### src/sv/jses_pkg.sv
// Shared types and byte codes for the JSON string escaper.
// No dependencies; used by the front, queue, back and top level.
package jses_pkg;

	localparam int QUEUE_DEPTH_DEF = 2;

	localparam logic [7:0] CH_QUOTE = 8'h22;
	localparam logic [7:0] CH_BSLASH = 8'h5C;
	localparam logic [7:0] CH_LF = 8'h0A;
	localparam logic [7:0] CH_CR = 8'h0D;
	localparam logic [7:0] CH_TAB = 8'h09;
	localparam logic [7:0] CH_N = 8'h6E;
	localparam logic [7:0] CH_R = 8'h72;
	localparam logic [7:0] CH_T = 8'h74;
	localparam logic [7:0] CH_U = 8'h75;
	localparam logic [7:0] CH_ZERO = 8'h30;
	localparam logic [7:0] CH_SPACE = 8'h20;
	localparam logic [7:0] CH_ASCII_END = 8'h80;

	localparam logic [7:0] REPL_B0 = 8'hEF;
	localparam logic [7:0] REPL_B1 = 8'hBF;
	localparam logic [7:0] REPL_B2 = 8'hBD;

	localparam logic [7:0] LEAD2_MIN = 8'hC2;
	localparam logic [7:0] LEAD2_MAX = 8'hDF;
	localparam logic [7:0] LEAD3_E0 = 8'hE0;
	localparam logic [7:0] LEAD3_ED = 8'hED;
	localparam logic [7:0] LEAD3_MAX = 8'hEF;
	localparam logic [7:0] LEAD4_F0 = 8'hF0;
	localparam logic [7:0] LEAD4_F4 = 8'hF4;
	localparam logic [7:0] CONT_MIN = 8'h80;
	localparam logic [7:0] CONT_MAX = 8'hBF;
	localparam logic [7:0] E0_LO = 8'hA0;
	localparam logic [7:0] ED_HI = 8'h9F;
	localparam logic [7:0] F0_LO = 8'h90;
	localparam logic [7:0] F4_HI = 8'h8F;

	typedef enum logic [1:0] {
		BK_NONE,
		BK_RAW,
		BK_ESC,
		BK_UHEX
	} jses_body_t;

	// one queued item: everything the back end emits for one input byte
	typedef struct packed {
		logic             open;
		logic [2:0]       pre;
		jses_body_t       kind;
		logic [2:0]       body_len;
		logic [3:0][7:0]  raw;
		logic [1:0]       post;
		logic             close;
	} jses_desc_t;

	typedef enum logic [2:0] {
		PH_OPEN,
		PH_PRE,
		PH_BODY,
		PH_POST,
		PH_CLOSE,
		PH_DONE
	} jses_phase_t;

	typedef struct packed {
		logic [2:0] len;
		logic [7:0] lo;
		logic [7:0] hi;
	} jses_lead_t;

endpackage

### src/sv/jses_front.sv
// Front end: accepts input bytes, tracks pending UTF-8 sequences and
// classifies each byte into a queue item. Depends on jses_pkg.
module jses_front (
	input  logic                 clk,
	input  logic                 arst_n,
	input  logic                 in_valid,
	input  logic [7:0]           in_byte,
	input  logic                 is_last,
	input  logic                 q_full,
	output logic                 in_stall,
	output logic                 push,
	output jses_pkg::jses_desc_t desc
);
	import jses_pkg::*;

	logic            open_q;
	logic [7:0]      lead_q;
	logic [1:0][7:0] tail_q;
	logic [1:0]      hcnt_q;
	logic [2:0]      need_q;

	logic            n_open;
	logic [7:0]      n_lead;
	logic [1:0][7:0] n_tail;
	logic [1:0]      n_hcnt;
	logic [2:0]      n_need;
	logic [1:0]      eff_hcnt;
	logic [2:0]      eff_need;
	logic [7:0]      lo;
	logic [7:0]      hi;
	logic            do_lead;
	logic            accept;
	jses_lead_t      li_held;
	jses_lead_t      li_new;
	jses_desc_t      d;

	function automatic jses_lead_t lead_info(logic [7:0] b);
		jses_lead_t r;
		r.len = 3'd0;
		r.lo = CONT_MIN;
		r.hi = CONT_MAX;
		if (b >= LEAD2_MIN && b <= LEAD2_MAX) begin
			r.len = 3'd2;
		end else if (b == LEAD3_E0) begin
			r.len = 3'd3;
			r.lo = E0_LO;
		end else if (b > LEAD3_E0 && b <= LEAD3_MAX) begin
			r.len = 3'd3;
			if (b == LEAD3_ED)
				r.hi = ED_HI;
		end else if (b == LEAD4_F0) begin
			r.len = 3'd4;
			r.lo = F0_LO;
		end else if (b > LEAD4_F0 && b <= LEAD4_F4) begin
			r.len = 3'd4;
			if (b == LEAD4_F4)
				r.hi = F4_HI;
		end
		return r;
	endfunction

	assign li_held = lead_info(lead_q);
	assign li_new = lead_info(in_byte);
	assign accept = in_valid && !q_full;
	assign in_stall = q_full;

	always_comb begin
		d = '0;
		d.kind = BK_NONE;
		d.open = !open_q;
		eff_hcnt = open_q ? hcnt_q : 2'd0;
		eff_need = open_q ? need_q : 3'd0;
		n_lead = lead_q;
		n_tail = tail_q;
		n_hcnt = eff_hcnt;
		n_need = eff_need;
		do_lead = 1'b1;
		lo = li_held.lo;
		hi = li_held.hi;
		if (eff_hcnt != 2'd0) begin
			lo = CONT_MIN;
			hi = CONT_MAX;
		end
		if (eff_need != 3'd0) begin
			if (in_byte >= lo && in_byte <= hi) begin
				do_lead = 1'b0;
				if ({1'b0, eff_hcnt} + 3'd2 >= eff_need) begin
					d.kind = BK_RAW;
					d.body_len = {1'b0, eff_hcnt} + 3'd2;
					d.raw[0] = lead_q;
					d.raw[1] = (eff_hcnt == 2'd0) ? in_byte : tail_q[0];
					d.raw[2] = (eff_hcnt == 2'd1) ? in_byte : tail_q[1];
					d.raw[3] = in_byte;
					n_hcnt = 2'd0;
					n_need = 3'd0;
				end else begin
					n_tail[eff_hcnt[0]] = in_byte;
					n_hcnt = eff_hcnt + 2'd1;
				end
			end else begin
				// held lead and tails each give a replacement char
				d.pre = {1'b0, eff_hcnt} + 3'd1;
				n_hcnt = 2'd0;
				n_need = 3'd0;
			end
		end
		if (do_lead) begin
			case (in_byte)
				CH_QUOTE, CH_BSLASH: begin
					d.kind = BK_ESC;
					d.body_len = 3'd2;
					d.raw[0] = in_byte;
				end
				CH_LF: begin
					d.kind = BK_ESC;
					d.body_len = 3'd2;
					d.raw[0] = CH_N;
				end
				CH_CR: begin
					d.kind = BK_ESC;
					d.body_len = 3'd2;
					d.raw[0] = CH_R;
				end
				CH_TAB: begin
					d.kind = BK_ESC;
					d.body_len = 3'd2;
					d.raw[0] = CH_T;
				end
				default: begin
					if (in_byte < CH_SPACE) begin
						d.kind = BK_UHEX;
						d.body_len = 3'd6;
						d.raw[0] = in_byte;
					end else if (in_byte < CH_ASCII_END) begin
						d.kind = BK_RAW;
						d.body_len = 3'd1;
						d.raw[0] = in_byte;
					end else if (li_new.len != 3'd0) begin
						n_lead = in_byte;
						n_hcnt = 2'd0;
						n_need = li_new.len;
					end else begin
						d.pre = d.pre + 3'd1;
					end
				end
			endcase
		end
		if (is_last) begin
			if (n_need != 3'd0)
				d.post = n_hcnt + 2'd1;
			d.close = 1'b1;
			n_open = 1'b0;
			n_hcnt = 2'd0;
			n_need = 3'd0;
		end else begin
			n_open = 1'b1;
		end
	end

	assign desc = d;
	assign push = accept && (d.open || d.pre != 3'd0 || d.body_len != 3'd0 || d.close);

	always_ff @(posedge clk or negedge arst_n) begin
		if (!arst_n) begin
			open_q <= 1'b0;
			hcnt_q <= 2'd0;
			need_q <= 3'd0;
		end else if (accept) begin
			open_q <= n_open;
			hcnt_q <= n_hcnt;
			need_q <= n_need;
		end
	end

	always_ff @(posedge clk) begin
		if (accept) begin
			lead_q <= n_lead;
			tail_q <= n_tail;
		end
	end

endmodule

### src/sv/jses_queue.sv
// Short item queue between front and back end.
// Depends on jses_pkg for the item type.
module jses_queue #(
	parameter int DEPTH = jses_pkg::QUEUE_DEPTH_DEF
) (
	input  logic                 clk,
	input  logic                 arst_n,
	input  logic                 push,
	input  jses_pkg::jses_desc_t wr_desc,
	input  logic                 pop,
	output logic                 full,
	output logic                 empty,
	output jses_pkg::jses_desc_t head
);
	import jses_pkg::*;

	localparam int PTR_W = (DEPTH > 1) ? $clog2(DEPTH) : 1;
	localparam int CNT_W = $clog2(DEPTH + 1);
	localparam logic [PTR_W-1:0] LAST_PTR = PTR_W'(DEPTH - 1);
	localparam logic [CNT_W-1:0] FULL_CNT = CNT_W'(DEPTH);

	jses_desc_t       mem_q [DEPTH];
	logic [PTR_W-1:0] wr_ptr_q;
	logic [PTR_W-1:0] rd_ptr_q;
	logic [CNT_W-1:0] cnt_q;

	assign full = (cnt_q == FULL_CNT);
	assign empty = (cnt_q == '0);
	assign head = mem_q[rd_ptr_q];

	always_ff @(posedge clk) begin
		if (push)
			mem_q[wr_ptr_q] <= wr_desc;
	end

	always_ff @(posedge clk or negedge arst_n) begin
		if (!arst_n) begin
			wr_ptr_q <= '0;
			rd_ptr_q <= '0;
			cnt_q <= '0;
		end else begin
			if (push)
				wr_ptr_q <= (wr_ptr_q == LAST_PTR) ? '0 : wr_ptr_q + 1'b1;
			if (pop)
				rd_ptr_q <= (rd_ptr_q == LAST_PTR) ? '0 : rd_ptr_q + 1'b1;
			if (push && !pop)
				cnt_q <= cnt_q + 1'b1;
			else if (pop && !push)
				cnt_q <= cnt_q - 1'b1;
		end
	end

endmodule

### src/sv/jses_back.sv
// Back end: expands the queue head into output bytes, one per cycle while out_stall is low,
// through an output register. Depends on jses_pkg.
module jses_back (
	input  logic                 clk,
	input  logic                 arst_n,
	input  logic                 q_empty,
	input  jses_pkg::jses_desc_t head,
	output logic                 pop,
	input  logic                 out_stall,
	output logic                 out_valid,
	output logic [7:0]           out_byte,
	output logic                 run_end
);
	import jses_pkg::*;

	logic        started_q;
	jses_phase_t phase_q;
	logic [3:0]  idx_q;
	logic        n_started;
	jses_phase_t n_phase;
	logic [3:0]  n_idx;

	logic        out_valid_q;
	logic [7:0]  out_byte_q;
	logic        run_end_q;

	logic        advance;
	jses_phase_t cur_ph;
	jses_phase_t after_ph;
	logic [3:0]  cur_len;
	logic [7:0]  cur_byte;
	logic        idx_end;
	logic        last;

	function automatic logic [7:0] hex_digit(logic [3:0] v);
		return (v < 4'd10) ? CH_ZERO + {4'd0, v} : 8'h57 + {4'd0, v};
	endfunction

	// replacement char bytes repeat every three positions
	function automatic logic [7:0] repl_byte(logic [3:0] i);
		logic [7:0] r;
		case (i)
			4'd0, 4'd3, 4'd6, 4'd9:   r = REPL_B0;
			4'd1, 4'd4, 4'd7, 4'd10:  r = REPL_B1;
			default:                  r = REPL_B2;
		endcase
		return r;
	endfunction

	function automatic logic [3:0] ph_len(jses_desc_t d, jses_phase_t p);
		logic [3:0] r;
		case (p)
			PH_OPEN:  r = {3'd0, d.open};
			PH_PRE:   r = ({1'b0, d.pre} << 1) + {1'b0, d.pre};
			PH_BODY:  r = {1'b0, d.body_len};
			PH_POST:  r = ({2'd0, d.post} << 1) + {2'd0, d.post};
			PH_CLOSE: r = {3'd0, d.close};
			default:  r = 4'd0;
		endcase
		return r;
	endfunction

	// first phase at or after p that has bytes
	function automatic jses_phase_t next_ph(jses_desc_t d, jses_phase_t p);
		jses_phase_t r;
		r = PH_DONE;
		for (int i = 4; i >= 0; i--) begin
			if (ph_len(d, jses_phase_t'(3'(i))) != 4'd0 && 3'(i) >= p)
				r = jses_phase_t'(3'(i));
		end
		return r;
	endfunction

	function automatic logic [7:0] body_byte(jses_desc_t d, logic [3:0] i);
		logic [7:0] r;
		case (d.kind)
			BK_RAW: r = d.raw[i[1:0]];
			BK_ESC: r = (i == 4'd0) ? CH_BSLASH : d.raw[0];
			BK_UHEX: begin
				case (i)
					4'd0:    r = CH_BSLASH;
					4'd1:    r = CH_U;
					4'd4:    r = hex_digit(d.raw[0][7:4]);
					4'd5:    r = hex_digit(d.raw[0][3:0]);
					default: r = CH_ZERO;
				endcase
			end
			default: r = d.raw[0];
		endcase
		return r;
	endfunction

	assign advance = !q_empty && (!out_valid_q || !out_stall);
	assign cur_ph = started_q ? phase_q : next_ph(head, PH_OPEN);
	assign cur_len = ph_len(head, cur_ph);
	assign idx_end = (idx_q == cur_len - 4'd1);
	assign after_ph = next_ph(head, jses_phase_t'(cur_ph + 3'd1));
	assign last = idx_end && (after_ph == PH_DONE);
	assign pop = advance && last;

	always_comb begin
		case (cur_ph)
			PH_PRE, PH_POST: cur_byte = repl_byte(idx_q);
			PH_BODY:         cur_byte = body_byte(head, idx_q);
			default:         cur_byte = CH_QUOTE;
		endcase
	end

	always_comb begin
		n_started = started_q;
		n_phase = phase_q;
		n_idx = idx_q;
		if (advance) begin
			if (last) begin
				n_started = 1'b0;
				n_phase = PH_OPEN;
				n_idx = 4'd0;
			end else if (idx_end) begin
				n_started = 1'b1;
				n_phase = after_ph;
				n_idx = 4'd0;
			end else begin
				n_started = 1'b1;
				n_phase = cur_ph;
				n_idx = idx_q + 4'd1;
			end
		end
	end

	always_ff @(posedge clk or negedge arst_n) begin
		if (!arst_n) begin
			started_q <= 1'b0;
			phase_q <= PH_OPEN;
			idx_q <= 4'd0;
			out_valid_q <= 1'b0;
		end else begin
			started_q <= n_started;
			phase_q <= n_phase;
			idx_q <= n_idx;
			if (advance)
				out_valid_q <= 1'b1;
			else if (!out_stall)
				out_valid_q <= 1'b0;
		end
	end

	always_ff @(posedge clk) begin
		if (advance) begin
			out_byte_q <= cur_byte;
			run_end_q <= last;
		end
	end

	assign out_valid = out_valid_q;
	assign out_byte = out_byte_q;
	assign run_end = run_end_q;

endmodule

### src/sv/json_string_escape_utf8_sanitize_core.sv
// The first output byte of an item passes through the item queue and output register.
// Throughput: one input byte per cycle while each gives one byte with out_stall low;
// a longer item (quotes, escapes, replacement chars) keeps the back end busy longer.
// The front stalls only when the item queue between front and back is full.
// Reset (arst_n low) clears string, sequence, queue and output state at once.
// Top level: front classifier, item queue and byte-expanding back end; needs jses_pkg.
module json_string_escape_utf8_sanitize_core #(
	parameter int QUEUE_DEPTH = jses_pkg::QUEUE_DEPTH_DEF
) (
	input  logic       clk,
	input  logic       arst_n,
	input  logic       in_valid,
	output logic       in_stall,
	input  logic [7:0] in_byte,
	input  logic       is_last,
	output logic       out_valid,
	input  logic       out_stall,
	output logic [7:0] out_byte,
	output logic       run_end
);
	import jses_pkg::*;

	logic       push;
	logic       pop;
	logic       q_full;
	logic       q_empty;
	jses_desc_t wr_desc;
	jses_desc_t head;

	jses_front u_front (
		.clk      (clk),
		.arst_n   (arst_n),
		.in_valid (in_valid),
		.in_byte  (in_byte),
		.is_last  (is_last),
		.q_full   (q_full),
		.in_stall (in_stall),
		.push     (push),
		.desc     (wr_desc)
	);

	jses_queue #(
		.DEPTH (QUEUE_DEPTH)
	) u_queue (
		.clk     (clk),
		.arst_n  (arst_n),
		.push    (push),
		.wr_desc (wr_desc),
		.pop     (pop),
		.full    (q_full),
		.empty   (q_empty),
		.head    (head)
	);

	jses_back u_back (
		.clk       (clk),
		.arst_n    (arst_n),
		.q_empty   (q_empty),
		.head      (head),
		.pop       (pop),
		.out_stall (out_stall),
		.out_valid (out_valid),
		.out_byte  (out_byte),
		.run_end   (run_end)
	);

endmodule

### config.mk
export PLATFORM = sky130hd
export DESIGN_NAME = json_string_escape_utf8_sanitize_core
export DESIGN_NICKNAME = d
export VERILOG_FILES = /design/src/sv/jses_pkg.sv /design/src/sv/jses_front.sv /design/src/sv/jses_queue.sv /design/src/sv/jses_back.sv /design/src/sv/json_string_escape_utf8_sanitize_core.sv
export SDC_FILE = /design/constraint.sdc
export NUM_CORES = 1
export LEC_CHECK = 0
export CORE_UTILIZATION = 30
export DETAILED_ROUTE_END_ITERATION = 8
export DONT_BUFFER_PORTS = 1
export PLACE_DENSITY = 0.43
export SLEW_MARGIN = 25
export SYNTH_ARGS = -nofsm -noshare
export SYNTH_HDL_FRONTEND = slang
export SYNTH_HIERARCHICAL = 1
export SYNTH_SLANG_ARGS = --single-unit
### constraint.sdc
create_clock -name clk -period 5.6 [get_ports clk]
set_clock_uncertainty 0.1 [all_clocks]
set_input_delay 1.12 -clock clk [delete_from_list [all_inputs] [get_ports clk]]
set_output_delay 1.12 -clock clk [all_outputs]
set_load 0.05 [all_outputs]
==> run_results.csv <==
group,metric,value,unit
outcome,status,"finished, violations left",
outcome,violations,"DRC",
global_routing,grt_overflow_total,0,
clocking,postCtsHoldBufs,0,
clocking,post_cts_buffers,0,
synthesis,netlist_area,8060,µm²
synthesis,synth.most_common_cell,"edfxtp_1",
global_routing,gr-usage-all-layers,0.139,
cells_and_area,drive_above_1_share,0.180,
timing,tightest_slew,775,ps
synthesis,synth_ff_type,"edfxtp_1",
die,dieArea,27500,µm²
route,wl,18.4,mm
worst_setup_path,worstPathRequired,5850,ps
route,dr.pass1.iters,7,
worst_setup_path,arrival,5470,ps
synthesis,yosys.area.top_type,"edfxtp_1",
timing,worst_hold_slack,286,ps
timing,slew_violations,0,
placed_design,hpwl,13.1,mm
timing,fin_crit,5230,ps
power,p_leak,3.42,nW
clocking,insertion_delay,430,ps
clocking,cts_inserted_buffers,17,
timing,max_slew_margin,0.482,
die,initial_core_util,0.307,
placed_design,dp_cells,985,
route,drt-initial-drc-count,338,
route,postRouteAntennaNets,0,
timing,fmax,191,MHz
clocking,htreeDepth,4,
synthesis,synth_seq_cells,140,
timing,rsz0062_at_grt,"no",
synthesis,yosysWarnings,6,
cells_and_area,multiInputGateArea,3580,µm²
global_routing,antenna_found_initial,0,
clocking,cts_tree,"yes",
timing,finalCritPeriodShare,0.933,
die,coreArea,26200,µm²
placed_design,gp_congestion,0.814,
synthesis,yosys-top-cells-area,"edfxtp_1, mux2_4, dfrtp_1, ha_1, nor2_1",
worst_setup_path,crit_path_frequent_cell,"ha_1",
min_path,hold_path_class,"input port to asynchronous set/reset pin",
global_routing,grt_start_max_net_pins,45,
placed_design,io_buffers,0,
cells_and_area,final_nets,715,
synthesis,ys_types,80,
cells_and_area,regArea,4110,µm²
die,die_w,166,µm
job,drv_cap,0,
clocking,cts.repair.resized,0,
global_routing,grt_pass1_wl,29.5,mm
global_routing,grt_pass1_vias,5213,
worst_setup_path,slowest_stage,"dfrtp_4",
cells_and_area,finalNonFillerCells,1017,
synthesis,ys_async_sr_fraction,0.136,
clocking,cts_max_path_buffers,2,
synthesis,avgSynthCellArea,11.9,µm²
route,via_per_inst,4.99,
synthesis,ys_seq_area_frac,0.510,
clocking,clock-sinks,140,
synthesis,synth_top_cell_area_share,0.451,
cells_and_area,diodes,0,
die,rows,59,
worst_setup_path,worstSetupEndpointType,"flop",
power,cellPowerDensity,514,nW/µm²
route,drc,4,
clocking,cts-root-buf,"clkbuf_16",
die,io_pins,24,
worst_setup_path,critPathMaxStageDelay,580,ps
route,wl_per_cell,18.1,µm
worst_setup_path,crit_fanout,12,
die,die_y,166,µm
route,via_count,5079,
synthesis,synth_edf_count,121,
power,vdd_drop_max,0.196,mV
synthesis,yosys-top-cells-count,"edfxtp_1, nor2_1, nand2_1",
timing,tns,0,ps
synthesis,netlist_instances,676,
worst_setup_path,critPathKind,"flop to flop",
timing,setup_viol,0,
cells_and_area,layout-area-overhead-vs-synth,11.5,%
synthesis,syn_nets,722,
cells_and_area,nFillCells,2557,
worst_setup_path,cp-start-kind,"flop",
timing,finalHoldViolCount,0,
clocking,clk_pin_slew,70,ps
worst_setup_path,crit_path_cell_trace,"mux2_4 > ha_1 > inv_1 > fa_1 > or4bb_1 > nor3_4 > a21oi_1 > ha_1 > a32oi_1 > o21a_1 > and2_1 > ha_1 > xor2_1 > xnor2_1 > and2_2 > nand2_1 > nor3_4 > inv_1 > ha_1 > xor2_1 > nor2_1 > xor2_1",
through the flow:
stage          total power [W]  utilization  cell area, µm²  worst slack [ps]
3_3_place_gp           0.00345        0.318            8340               223
2_1_floorplan          0.00306            -            8060               409
6_report               0.00462        0.343            8990               375
5_1_grt                0.00492        0.343            8990              4.00
4_1_cts                0.00466        0.342            8960              85.9
3_5_place_dp           0.00347        0.318            8340               137
sequential cells by signal, summed over array words and instances (netlist names):
register          cells
u_queue/mem_q        88
u_back/phase_q        3
u_front/hcnt_q        2
u_front/need_q        3
u_back/out_valid      1
u_back/out_byte       8
u_back/run_end        1
u_queue/wr_ptr_q      1
u_queue/rd_ptr_q      1
u_front/tail_q       16
u_queue/cnt_q         2
u_back/started_q      1
u_front/open_q        1
u_front/lead_q        8
u_back/idx_q          4
power by group:
part | total, W | internal, W | switching, W
Sequential | 0.00164 | 0.00142 | 0.000226
Clock | 0.00117 | 0.000647 | 0.000527
Combinational | 0.00180 | 0.000749 | 0.00106
Total | 0.00462 | 0.00281 | 0.00181
final timing paths:
kind                              startpoint           endpoint  slack [ps]  cells past startpoint
min                                   arst_n  u_back/phase_q[0]         290                      0
min reg2reg                u_front/hcnt_q[1]  u_front/hcnt_q[1]         380                      2
min in group clk           u_front/hcnt_q[1]  u_front/hcnt_q[1]         380                      2
max in group asynchronous             arst_n   u_queue/rd_ptr_q        5030                      0
max reg2reg                 u_queue/rd_ptr_q   u_queue/cnt_q[1]         370                     22
max                         u_queue/rd_ptr_q   u_queue/cnt_q[1]         370                     22
critical path: cells and delay by family, from the launching register on:
| family | cells | cell delay [ps] |
|---|---|---|
| xor gates and xnor gates | 4 | 620 |
| buffers and inverters | 2 | 130 |
| AOI/OAI and AO/OA | 3 | 470 |
| and+or+nand+nor | 7 | 1680 |
| muxes | 1 | 250 |
| DFF | 1 | 580 |
| adders and majority gates | 5 | 1320 |
layout make-up:
cell class | instances | share of cell area
Timing Repair Buffer | 11 | 0.0120
Sequential cell | 140 | 0.458
Inverter | 39 | 0.0166
Clock buffer | 17 | 0.0473
Tap cell | 335 | 0.0466
Clock inverter | 15 | 0.0220
Multi-Input combinational cell | 460 | 0.398
cell families after synthesis:
kind of cell | share of synthesized area
DFF | 0.510
muxes | 0.121
buffers and inverters | 0.0502
and+or+nand+nor | 0.123
adders and majority gates | 0.0522
xor gates and xnor gates | 0.0141
AOI/OAI and AO/OA | 0.129
other | 0.000465
layout by cell type, fill, tap and decap left out, types with 7 or more instances in the layout:
cell       Yosys  final
edfxtp_1     121    121
nor2_1        55     55
nand2_1       50     49
o21ai_0       39     39
mux2_4        39     39
inv_1         37     37
ha_1          32     32
a21oi_1       28     28
mux2i_1       20     20
dfrtp_1       19     18
clkbuf_16      0     17
nor3_1        13     12
nor2b_1       12     11
nand3_1       10     10
buf_4          4      9
nand2b_1       9      9
and2_1        10      8
a31oi_1        8      8
mux2_2         7      7
xor2_1         7      7
metal layers:
| metal | global-route usage | share of wire |
|---|---|---|
| met2 | 0.221 | 0.46 |
| met5 | 0 | 0 |
| met1 | 0.189 | 0.50 |
| met3 | 0.0307 | 0.030 |
| met4 | 0.0398 | 0.0093 |
Note: power is estimated with default switching activity, not from simulation.
